==> config.mk <==
export PLATFORM = sky130hd
export DESIGN_NAME = tef_front
export DESIGN_NICKNAME = d
export VERILOG_FILES = /design/src/design/tef_pkg.sv /design/src/design/tef_front.sv
export SDC_FILE = /design/constraint.sdc
export NUM_CORES = 1
export LEC_CHECK = 0
export ABC_AREA = 1
export BUFFER_PORTS_ARGS = -buffer_cell sky130_fd_sc_hd__buf_4
export CORE_ASPECT_RATIO = 0.5
export CORE_UTILIZATION = 54
export DETAILED_ROUTE_END_ITERATION = 10
export PLACE_DENSITY = 0.87
export REMOVE_ABC_BUFFERS = 1
export SETUP_SLACK_MARGIN = 0.15
export SLEW_MARGIN = 20
export SYNTH_ARGS = -nofsm -noshare
export SYNTH_HDL_FRONTEND = slang
export SYNTH_SLANG_ARGS = --single-unit
==> constraint.sdc <==
create_clock -name clk_i -period 8.2 [get_ports clk_i]
set_input_delay 1.64 -clock clk_i [delete_from_list [all_inputs] [get_ports clk_i]]
set_output_delay 1.64 -clock clk_i [all_outputs]
set_load 0.02 [all_outputs]
==> src/design/tef_pkg.sv <==
// tef_pkg: shared types, constants and the cordic angle table for the tilt estimator
// no dependencies
package tef_pkg;

  localparam int unsigned OneGCounts    = 16384;
  localparam int unsigned AngleFracBits = 16;
  localparam int unsigned TabFrac       = 20;
  localparam int unsigned CordicSteps   = 20;
  localparam int unsigned SineShift     = 30;
  localparam logic [63:0] CordicK       = 64'd652032874;
  localparam logic [7:0]  FrameHeader   = 8'hAA;
  localparam int unsigned FrameLen      = 13;

  localparam logic [2:0] RegOffsetX = 3'd0;
  localparam logic [2:0] RegOffsetY = 3'd1;
  localparam logic [2:0] RegOffsetZ = 3'd2;
  localparam logic [2:0] RegGain    = 3'd3;
  localparam logic [2:0] RegArm     = 3'd4;
  localparam logic [2:0] RegAvg     = 3'd5;

  typedef struct packed {
    logic signed [15:0] coarse_x;
    logic signed [15:0] coarse_y;
    logic signed [15:0] coarse_z;
    logic signed [19:0] fine_x;
    logic signed [19:0] fine_y;
    logic signed [19:0] fine_z;
  } in_word_t;

  typedef struct packed {
    logic [7:0] frame_byte;
    logic       last_byte;
  } out_word_t;

  // corrected operands handed from the front to the back
  typedef struct packed {
    logic signed [20:0] cx;
    logic signed [20:0] cy;
    logic signed [20:0] cz;
    logic signed [20:0] fx;
    logic signed [20:0] fy;
    logic signed [20:0] fz;
  } job_t;

  function automatic logic [27:0] atan_tab(input logic [4:0] i);
    logic [27:0] r;
    begin
      case (i)
        5'd0:  r = 28'd47185920;
        5'd1:  r = 28'd27855475;
        5'd2:  r = 28'd14718068;
        5'd3:  r = 28'd7471121;
        5'd4:  r = 28'd3750058;
        5'd5:  r = 28'd1876857;
        5'd6:  r = 28'd938658;
        5'd7:  r = 28'd469357;
        5'd8:  r = 28'd234682;
        5'd9:  r = 28'd117342;
        5'd10: r = 28'd58671;
        5'd11: r = 28'd29335;
        5'd12: r = 28'd14668;
        5'd13: r = 28'd7334;
        5'd14: r = 28'd3667;
        5'd15: r = 28'd1833;
        5'd16: r = 28'd917;
        5'd17: r = 28'd458;
        5'd18: r = 28'd229;
        5'd19: r = 28'd115;
        default: r = 28'd0;
      endcase
      return r;
    end
  endfunction

endpackage

==> src/design/tef_front.sv <==
// tef_front: accepts a sample word, applies coarse offsets and one g, pushes a job
// depends on tef_pkg
module tef_front #(
  parameter int unsigned OneG = tef_pkg::OneGCounts
) (
  input  logic               clk_i,
  input  logic               rst_ni,
  input  logic               in_valid,
  output logic               in_stall,
  input  tef_pkg::in_word_t  in_data_i,
  input  logic signed [15:0] off_x_i,
  input  logic signed [15:0] off_y_i,
  input  logic signed [15:0] off_z_i,
  output logic               job_valid_o,
  input  logic               job_pop_i,
  output tef_pkg::job_t      job_o
);

  // two-entry queue between front and back
  tef_pkg::job_t mem_q [2];
  logic          wr_ptr_q, rd_ptr_q;
  logic [1:0]    cnt_q;
  tef_pkg::job_t job_d;
  logic          push;

  assign in_stall = (cnt_q == 2'd2);
  assign push     = in_valid && !in_stall;

  always_comb begin
    job_d.cx = 21'(in_data_i.coarse_x) - 21'(off_x_i);
    job_d.cy = 21'(in_data_i.coarse_y) - 21'(off_y_i);
    job_d.cz = 21'(in_data_i.coarse_z) - 21'(off_z_i) + 21'(OneG);
    job_d.fx = 21'(in_data_i.fine_x);
    job_d.fy = 21'(in_data_i.fine_y);
    job_d.fz = 21'(in_data_i.fine_z);
  end

  always_ff @(posedge clk_i) begin
    if (push) begin
      mem_q[wr_ptr_q] <= job_d;
    end
  end

  always_ff @(posedge clk_i or negedge rst_ni) begin
    if (!rst_ni) begin
      wr_ptr_q <= 1'b0;
      rd_ptr_q <= 1'b0;
      cnt_q    <= 2'd0;
    end else begin
      if (push) wr_ptr_q <= !wr_ptr_q;
      if (job_pop_i) rd_ptr_q <= !rd_ptr_q;
      cnt_q <= cnt_q + 2'(push) - 2'(job_pop_i);
    end
  end

  assign job_valid_o = (cnt_q != 2'd0);
  assign job_o       = mem_q[rd_ptr_q];

endmodule

* After elaboration in Yosys (flattened, before gate mapping)
Memory sizes are Yosys's and may differ from the RTL's.
Cells that the tools add are included.
** Word-level totals
- Bits in registers :: 4
- RAM bits :: 252
- Bits in latches :: 0
- Word-level logic and storage cells :: 18
- Memories kept :: 1
- Input port bits :: 160
- Memory bits (read-only) :: 0
- Output and inout bits :: 128
** Memories
- mem_q :: depth 2, bits a word 126, rd ports 1, clocked after Yosys merged registers in 0, write ports 1, RTL line tef_front.sv:20 : tef_pkg::job_t mem_q [2];
** Cells by class
- Add/sub/neg operators :: 6
- Multipliers :: 0
- Muxes and demuxes :: 2
- Reductions and logical operators :: 5
- Equality and inequality tests :: 1
- Bitwise operators :: 0
- Order comparisons :: 0
- Div/mod/pow operators :: 0
- Shifts and indexed selects :: 0
** Operators with widths (number)
- 16-bit by 16-bit subtractor with 17-bit output :: 3
- 17-bit by 16-bit adder with 18-bit output (second input constant) :: 1
- 1-bit logical NOT :: 3
- 2-bit by 1-bit adder with 2-bit output :: 1
- 2-bit equality test (second input constant) :: 1
- 1-bit 2-to-1 mux :: 2
- 2-bit nonzero test :: 1
- 2-bit by 1-bit subtractor with 2-bit output :: 1
- 1-bit logical AND :: 1

* Longest topological paths before layout
Gate-level depths: netlist (run 1).
- Depth after elaboration :: 5
- Depth in mapped cells :: 13
- Gate-level depth less buffers :: 13

* Least setup slack after synthesis (run 1)
No wires, ideal clock.
- Path kind :: input-to-reg
- From :: in in_valid
- To :: mem mem_q[0][0] (netlist bit) (enable)
- Library setup time :: 0.584 ns
- Required time :: 7.616 ns
- Cell stages on the path :: 2
- Slack :: 1.240 ns
- Arrival time :: 6.376 ns
- Path buffers :: 0
- Cell sequence :: o21ai_2 -> nor2_1
** Between the ends
- Cells in the longest elaborated chain, start to end :: 3
** Ends and longest elaborated chain
- start, declared :: RTL line tef_front.sv:8 : input logic in_valid,
- 1-bit logical AND :: RTL line tef_front.sv:27 : assign push = in_valid && !in_stall;
- 1-bit 2-to-1 mux :: RTL line tef_front.sv:39 : if (push) begin
- 1-bit 2-to-1 mux (not written as such) :: RTL line tef_front.sv:40 : mem_q[wr_ptr_q] <= job_d;
- end, declared :: RTL line tef_front.sv:20
No other way between the ends.

==> results.toml, run 1 <==
[sta]
rsz0062_at_grt = "false"
slew_headroom_pct = 32.7
hold_viol = 0
finalSetupTns_ns = 0
setup-violations-final = 0
fin_crit_ns = 4.70
period_share_pct = 57.3
report.final.slew_viol_count = 0
clock_skew_ns = 0.0131
worst_pin_slew_ns = 1.01
fmax_mhz = 213
fin_ws_ns = 3.50

[cells_and_area]
n_fill_cell = 1536
drive_gt1_share_pct = 32.8
area_growth_pct = 26.0
stdcell_count = 1650
diodes = 0
nets = 1563

[worst_hold_path]
whs_path_depth = 1
worstHoldStart = "cnt_q[0]"
hp-class = "register to register"
holdPathEnd = "cnt_q[0]"

[die]
start_util_pct = 55.2
fp.dieArea_um2 = 22800
coreArea_um2 = 21700
io_pins = 288
rows = 38
die_y_um = 107
die_w_um = 213

[global_route]
grt_start_max_net_pins = 68
grt_overflow = 0
antenna_found_initial = 0
grt_pass1_wl_um = 40800
grt_pass1_vias = 8210
grt_usage_pct = 23.1

[critical_path]
path_cells = "buf_4, mux2_2, buf_4"
path_class = "register to output port"
crit_path_start_kind = "register"
critical_path_required_ns = 6.56
cp-end-kind = "output port"
path_max_fanout = 62
rr_endpoint = "mem_q[0][98]"
timing.rr.start = "cnt_q[1]"
rrSetupSlack_ns = 6.28
cp.arrival_ns = 3.06
critPathMaxStageDelay_ns = 1.01
r2r_cells = 4
cp_common_cell = "buf_4"
critical_path.slowest_cell = "dfrtp_4"

[synth]
synth_seq_cells = 228
seq_area_frac_synth_pct = 56.9
synth_top_area_share_pct = 56.1
ys_top_cells_by_area = "edfxtp_1 56%, nand2_1 8.8%, mux2_4 8.8%, ha_1 6.9%, inv_1 6.2%"
synth_warnings = 0
syn_area_per_cell_um2 = 11.5
syn_area_um2 = 12000
synth_top_area_cell = "edfxtp_1"
yosys.cell_types.count = 24
syn_inst = 1045

[route]
vias = 8166
dr.first_iter.drc_count = 598
drtAntennaViolNets = 0
wl_per_cell_um = 16.3
drt-total-wl_um = 26900
drcViolationCount = 0
first_pass_iters = 5
routed_via_density = 4.95

[clocking]
clk_pin_slew_ns = 0.07
ctsResizeCount = 0
cts_setup_buffers = 0
root_buffer = "clkbuf_16"
insertion_delay_ns = 0.50
ctsHtreeMaxLevel = 1
clock-sinks = 228
cts_tree = "built"
cts_buffers = 22
ctsHoldBuffers = 0
clock_path_buffers = 3

[pwr]
vdd_drop_max_mv = 0.253
p_leak_uw = 0.00728
p_per_area_nw_per_um2 = 316

[placed_design]
numPortBuffers = 287
post-dp-hpwl_um = 20300
dp_cells = 1610
globalplace.congestion = 0.892
post-place-ws_ns = 4.02

[run]
drv_cap = 0

[run_status]
status = "finished clean"
## flip-flops by register name, summed over array words and instances, names as in the netlist
register	cells
cnt_q	2
mem_q	224
rd_ptr_q	1
wr_ptr_q	1
## per-layer routing
layer | GRT usage (%) | vias to the layer above | wire length [um]
li1 | - | 4014 | -
met4 | 6.47 | 0 | 669
met3 | 2.86 | 51 | 904
met2 | 43.3 | 193 | 14300
met5 | 0 | - | 0
met1 | 28.1 | 3908 | 11000
## cell usage in the layout (no fill, tap or decap), types with 24 or more instances in the layout
cell      instances
a21oi_1          28
buf_4           292
edfxtp_1        224
ha_1             66
inv_1           197
mux2_2           42
mux2_4           70
nand2_1         282
nand3_1          32
nor2_1           24
## synthesized netlist by cell type
library cell and instances:
nand3_1 32, buf_6 8, nand2_2 1, buf_4 14
mux2_4 70, ha_1 66, or2_2 1, buf_8 1
o21ai_2 1, inv_1 197, nand2_1 282, nor2_1 26
xnor2_1 6, fa_1 3, and2_1 2, nand3b_1 1
or2_1 3, a21oi_1 28, buf_2 4, dfrtp_1 4
xor2_1 19, mux2_2 42, edfxtp_1 224, nor3_1 10
## logic make-up after synthesis
kind of cell | Yosys count | synth area share (%)
AO/OA/AOI/OAI | 29 | 1.24
XOR/XNOR | 25 | 1.83
adder cells (fa/ha/maj) | 69 | 7.39
buffers and inverters | 224 | 8.09
flip-flops | 228 | 56.9
multiplexers | 112 | 12.7
AND/OR/NAND/NOR | 358 | 11.8
## area by class of cell
cell class              instances  area, um2  area share, %
well taps                     300        375           2.48
clock buffers                  24        579           3.83
clock inverters                16        184           1.22
flip-flops and latches        228       6830           45.2
multi-input cells             593       4210           27.9
repair buffers                292       2190           14.5
inverters                     197        739           4.89
## how the worst max path moves through the flow
stage,slack [ns],startpoint,end,depth (start not counted)
global placement,4.09,rd_ptr_q,job_o[20],3
detailed placement,4.02,rd_ptr_q,job_o[13],3
CTS,3.46,rd_ptr_q,job_o[33],3
global route,3.37,rd_ptr_q,job_o[29],3
finish,3.50,rd_ptr_q,job_o[8],3
floorplan,1.24,in_valid,mem_q[0][0],2
## power by group
part           internal, uW  switching [uW]  total, uW  leakage, uW
Clock                   638             429       1070     0.000375
Sequential             1640             147       1790      0.00213
Combinational           889            1030       1920      0.00478
Total                  3170            1610       4770      0.00728
## critical path, delay by kind of cell, from the launching register on
| family | cells | cell delay, ns |
|---|---|---|
| flip-flops | 1 | 1.01 |
| multiplexers | 1 | 0.43 |
| buffers and inverters | 2 | 1.02 |
## through the flow
step | hold slack, ns | total power, uW | utilization (%) | instance area (um2)
2_1_floorplan | 0.532 | 3100 | - | 11800
3_3_place_gp | 0.550 | 3670 | 66.0 | 14300
3_5_place_dp | 0.553 | 3740 | 66.0 | 14300
4_1_cts | 0.585 | 4810 | 69.5 | 15100
5_1_grt | 0.601 | 4980 | 69.5 | 15100
6_report | 0.579 | 4770 | 69.5 | 15100
No activity file was read; power rests on OpenSTA's default activity.
==> run 2: changes to the inputs <==
Settings changed: ABC_AREA 1 to 0, CORE_UTILIZATION 54 to 48, PLACE_DENSITY 0.87 to 0.84.
Clock period 8.2 ns to 4.3 ns, I/O delays scaled along.
==> results.toml, run 2 <==
[run_status]
status = "finished clean"

[route]
drcViolationCount = 0
routed_via_density = 5.18
drtAntennaViolNets = 0
first_pass_iters = 5
wl_per_cell_um = 17.4
dr.first_iter.drc_count = 357
drt-total-wl_um = 23400
vias = 6971

[clocking]
ctsHtreeMaxLevel = 1
ctsHoldBuffers = 0
clk_pin_slew_ns = 0.06
cts_buffers = 23
clock-sinks = 228
ctsResizeCount = 0
clock_path_buffers = 3
insertion_delay_ns = 0.50
root_buffer = "clkbuf_16"
cts_tree = "built"
cts_setup_buffers = 0

[global_route]
grt_pass1_wl_um = 35200
antenna_found_initial = 0
grt_overflow = 0
grt_pass1_vias = 6949
grt_usage_pct = 18.9
grt_start_max_net_pins = 72

[cells_and_area]
top_register = "mem_q"
n_fill_cell = 1677
final_common_cell = "buf_4"
largest_reg_flops = 224
area_growth_pct = 29.1
drive_gt1_share_pct = 43.8
final_util_pct = 64.3
nets = 1259
fin_area_um2 = 14200
diodes = 0
top_regs = "mem_q x224, cnt_q x2"
mostFrequentLayoutCells = "290 x buf_4, 224 x edfxtp_1, 112 x mux2_2"

[pwr]
p_leak_uw = 0.00584
pwr-share-comb_pct = 39.3
swShare_pct = 33.7
vdd_drop_max_mv = 0.284
total_power_uw = 8730
p_sw_uw = 2940
clkPwrFrac_pct = 22.4
internal_power_uw = 5790
p_per_area_nw_per_um2 = 616
seqPwrFrac_pct = 38.3

[synth]
syn_area_um2 = 11000
synth_ff_type = "edfxtp_1"
syn_area_per_cell_um2 = 14.8
seq_area_frac_synth_pct = 62.1
synth_top_area_cell = "edfxtp_1"
synth_most_common_cell = "edfxtp_1"
yosys.cell_types.count = 60
synthArstFlopShare_pct = 1.75
synth_top_area_share_pct = 61.2
synth_edf_count = 224
syn_inst = 741
synth_seq_cells = 228
yosys-top-cells-count = "224 x edfxtp_1, 112 x mux2_2, 67 x inv_1"
synth_warnings = 0
ys_top_cells_by_area = "edfxtp_1 61%, mux2_2 11%, ha_1 7.5%, inv_1 2.3%, xnor2_1 1.8%"

[critical_path]
cp.arrival_ns = 2.41
cp-startpoint = "rd_ptr_q"
r2r_cells = 3
crit_path_start_kind = "register"
cp-end-kind = "output port"
timing.rr.start = "cnt_q[1]"
rrSetupSlack_ns = 2.21
critical_path_required_ns = 3.44
path_max_fanout = 55
path_class = "register to output port"

[run]
drv_cap = 0

[sta]
worst_pin_slew_ns = 0.877
setup-violations-final = 0
fin_ws_ns = 1.03
fin_crit_ns = 3.27
slew_headroom_pct = 41.6
fmax_mhz = 306
period_share_pct = 76.0
hold_viol = 0
report.final.slew_viol_count = 0
clock_skew_ns = 0.0183
finalSetupTns_ns = 0
rsz0062_at_grt = "false"

[die]
rows = 38
start_util_pct = 49.8
io_pins = 288
die_w_um = 216
die_y_um = 109
fp.dieArea_um2 = 23500
coreArea_um2 = 22100

[placed_design]
numPortBuffers = 287
post-place-ws_ns = 0.866
post-dp-hpwl_um = 16800
globalplace.congestion = 0.872
placed_cell_area_um2 = 13400

[worst_hold_path]
hp-class = "input pin to async pin"
## run 2: cells by family after synthesis
kind of cell / synth area share [%]
muxes: 11.5
and+or+nand+nor: 3.59
AOI/OAI and AO/OA: 7.85
DFF: 62.1
buffers and inverters: 3.86
xor gates and xnor gates: 3.03
adders and majority gates: 8.06
## run 2: per-stage QoR
step,cells,hold slack [ns]
finish,1347,0.139
detailed placement,1305,0.492
global route,1347,0.124
CTS,1347,0.120
global placement,1305,0.479
floorplan,712,0.460
## run 2: worst paths after layout
path                                end
setup / recovery              job_o[72]
hold / removal                 rd_ptr_q
setup reg to reg           mem_q[1][65]
hold reg to reg                cnt_q[1]
max in group asynchronous      rd_ptr_q
min in group clk_i             cnt_q[1]
## run 2: worst max-delay path, cell delays in order (launching register included)
cell	delay, ns
dfrtp_4	0.92
buf_4	0.37
mux2_2	0.38
buf_4	0.16
## run 2: area by class of cell
type | count | area (um2) | area share [%]
Clock buffer | 28 | 604 | 4.26
Clock inverter | 14 | 131 | 0.927
Inverter | 67 | 251 | 1.77
Multi-Input combinational cell | 417 | 3750 | 26.4
Sequential cell | 228 | 6830 | 48.2
Tap cell | 300 | 375 | 2.65
Timing Repair Buffer | 293 | 2240 | 15.8
## run 2: metal layers
metal | up-vias | part of all wire [%] | GRT usage, %
li1 | 3364 | - | -
met1 | 3400 | 40 | 22.4
met2 | 164 | 54 | 36.3
met3 | 43 | 3.4 | 2.68
met4 | 0 | 2.5 | 5.33
met5 | - | 0 | 0
## run 2: power by group through the flow
| stage | sequential (uW) | clock (uW) | combinational, uW |
|---|---|---|---|
| 2_1_floorplan | 3460 | 0 | 2020 |
| 3_3_place_gp | 3360 | 0 | 3400 |
| 3_5_place_dp | 3400 | 0 | 3450 |
| 4_1_cts | 3350 | 1990 | 3470 |
| 5_1_grt | 3400 | 2070 | 3620 |
| 6_report | 3340 | 1960 | 3430 |
==> run 3: changes to the inputs <==
Settings changed: CORE_UTILIZATION 48 to 53, PLACE_DENSITY 0.84 to 0.87.
Clock period 4.3 ns to 3.3 ns, I/O delays scaled along.
==> results.toml, run 3 (same netlist as run 2, synthesis figures left out) <==
[route]
vias = 7015
drcViolationCount = 0
drt-total-wl_um = 23500
dr.first_iter.drc_count = 266
first_pass_iters = 5
routed_via_density = 5.33
wl_per_cell_um = 17.9
drtAntennaViolNets = 0

[cells_and_area]
mostFrequentLayoutCells = "291 x buf_4, 224 x edfxtp_1, 112 x mux2_2"
final_common_cell = "buf_4"
fin_area_um2 = 14200
diodes = 0
drive_gt1_share_pct = 43.9
area_growth_pct = 29.0
final_util_pct = 71.3
top_regs = "mem_q x224, cnt_q x2"
largest_reg_flops = 224
top_register = "mem_q"
nets = 1262

[critical_path]
path_cells = "buf_4, mux2_2, buf_4"
critPathMaxStageDelay_ns = 0.67
path_max_fanout = 28
path_depth = 3
critical_path_required_ns = 2.64
path_class = "register to output port"
cp-end-kind = "output port"
r2r_cells = 4
crit_family = "flip-flops"
crit_path_start_kind = "register"
critical_path.slowest_cell = "dfrtp_4"
cp.arrival_ns = 2.19
crit_buf_inv = 2
cp_common_cell = "buf_4"

[die]
fp.dieArea_um2 = 21300
die_w_um = 206
start_util_pct = 55.3
die_y_um = 104
io_pins = 288
coreArea_um2 = 19900
rows = 36

[sta]
fmax_mhz = 351
fin_crit_ns = 2.85
hold_viol = 0
period_share_pct = 86.4
clock_skew_ns = 0.0164
report.final.slew_viol_count = 0
rsz0062_at_grt = "false"
worst_pin_slew_ns = 0.687
slew_headroom_pct = 54.2
finalSetupTns_ns = 0
hold_ws_ns = 0.344
setup-violations-final = 0

[placed_design]
numPortBuffers = 287
post-dp-hpwl_um = 17000
placed_cell_area_um2 = 13400
globalplace.congestion = 0.880

[pwr]
clkPwrFrac_pct = 21.7
p_per_area_nw_per_um2 = 801
swShare_pct = 33.5
total_power_uw = 11400
vdd_drop_max_mv = 0.433
internal_power_uw = 7550
p_leak_uw = 0.00586
p_sw_uw = 3800
seqPwrFrac_pct = 37.8
pwr-share-comb_pct = 40.5

[clocking]
ctsHoldBuffers = 1
clk_pin_slew_ns = 0.07
insertion_delay_ns = 0.50
cts_tree = "built"
cts_buffers = 22
ctsResizeCount = 0
root_buffer = "clkbuf_16"
cts_setup_buffers = 0
clock_path_buffers = 3
ctsHtreeMaxLevel = 1
clock-sinks = 228

[global_route]
grt_usage_pct = 21.7
grt_overflow = 0
antenna_found_initial = 0
grt_start_max_net_pins = 67
grt_pass1_wl_um = 36600
grt_pass1_vias = 7386

[run]
drv_cap = 0

[worst_hold_path]
whs_path_depth = 1
hp-class = "input pin to register"

[run_status]
status = "finished clean"
-- run 3: changes by cell type in the layout (fill, tap and decap cells not counted), sizes merged --
cell	delta
dlygate4sd3	+1
clkinvlp	-2
inv	-2
buf	+3
clkbuf	+2
-- run 3: final timing paths --
kind / startpoint / endpoint / slack [ns]
setup / recovery: rd_ptr_q / job_o[51] / 0.45
hold / removal: in_data_i[51] / mem_q[0][53] / 0.34
setup reg to reg: cnt_q[1] / mem_q[0][24] / 1.41
hold reg to reg: cnt_q[1] / cnt_q[1] / 0.51
max in group asynchronous: rst_ni / rd_ptr_q / 2.68
min in group asynchronous: rst_ni / cnt_q[1] / 0.50
-- run 3: worst reg2reg max path, delay by kind of cell, from the launching register on --
kind          cells  cell delay [ns]
flops             1             0.40
simple gates      3             0.66
buf+inv           1             0.37
-- run 3: area by class of cell --
class	instances	area [um2]
Clock buffer	30	601
Clock inverter	10	113
Fill cell	1346	5690
Inverter	67	251
Multi-Input combinational cell	417	3750
Sequential cell	228	6830
Tap cell	266	333
Timing Repair Buffer	297	2290
-- run 3: per-stage QoR --
stage / setup slack (ns) / instances
2_1_floorplan: -2.70 / 712
3_3_place_gp: 0.0820 / 1274
3_5_place_dp: 0.0168 / 1274
4_1_cts: 0.397 / 1315
5_1_grt: 0.324 / 1315
6_report: 0.448 / 1315
-- run 3: power groups by stage --
stage | logic [uW] | registers [uW] | clock network, uW
detailed placement | 4620 | 4360 | 0
floorplan | 2630 | 4500 | 0
global route | 4870 | 4360 | 2630
global placement | 4530 | 4300 | 0
CTS | 4650 | 4300 | 2520
finish | 4600 | 4290 | 2460
-- run 3: per-layer routing --
metal | wire [um] | share of wire [%] | up-vias | track usage, %
li1 | - | - | 3356 | -
met1 | 9300 | 40 | 3393 | 25.1
met2 | 12500 | 53 | 224 | 40.8
met3 | 1050 | 4.5 | 42 | 3.27
met4 | 663 | 2.8 | 0 | 6.83
met5 | 0 | 0 | - | 0
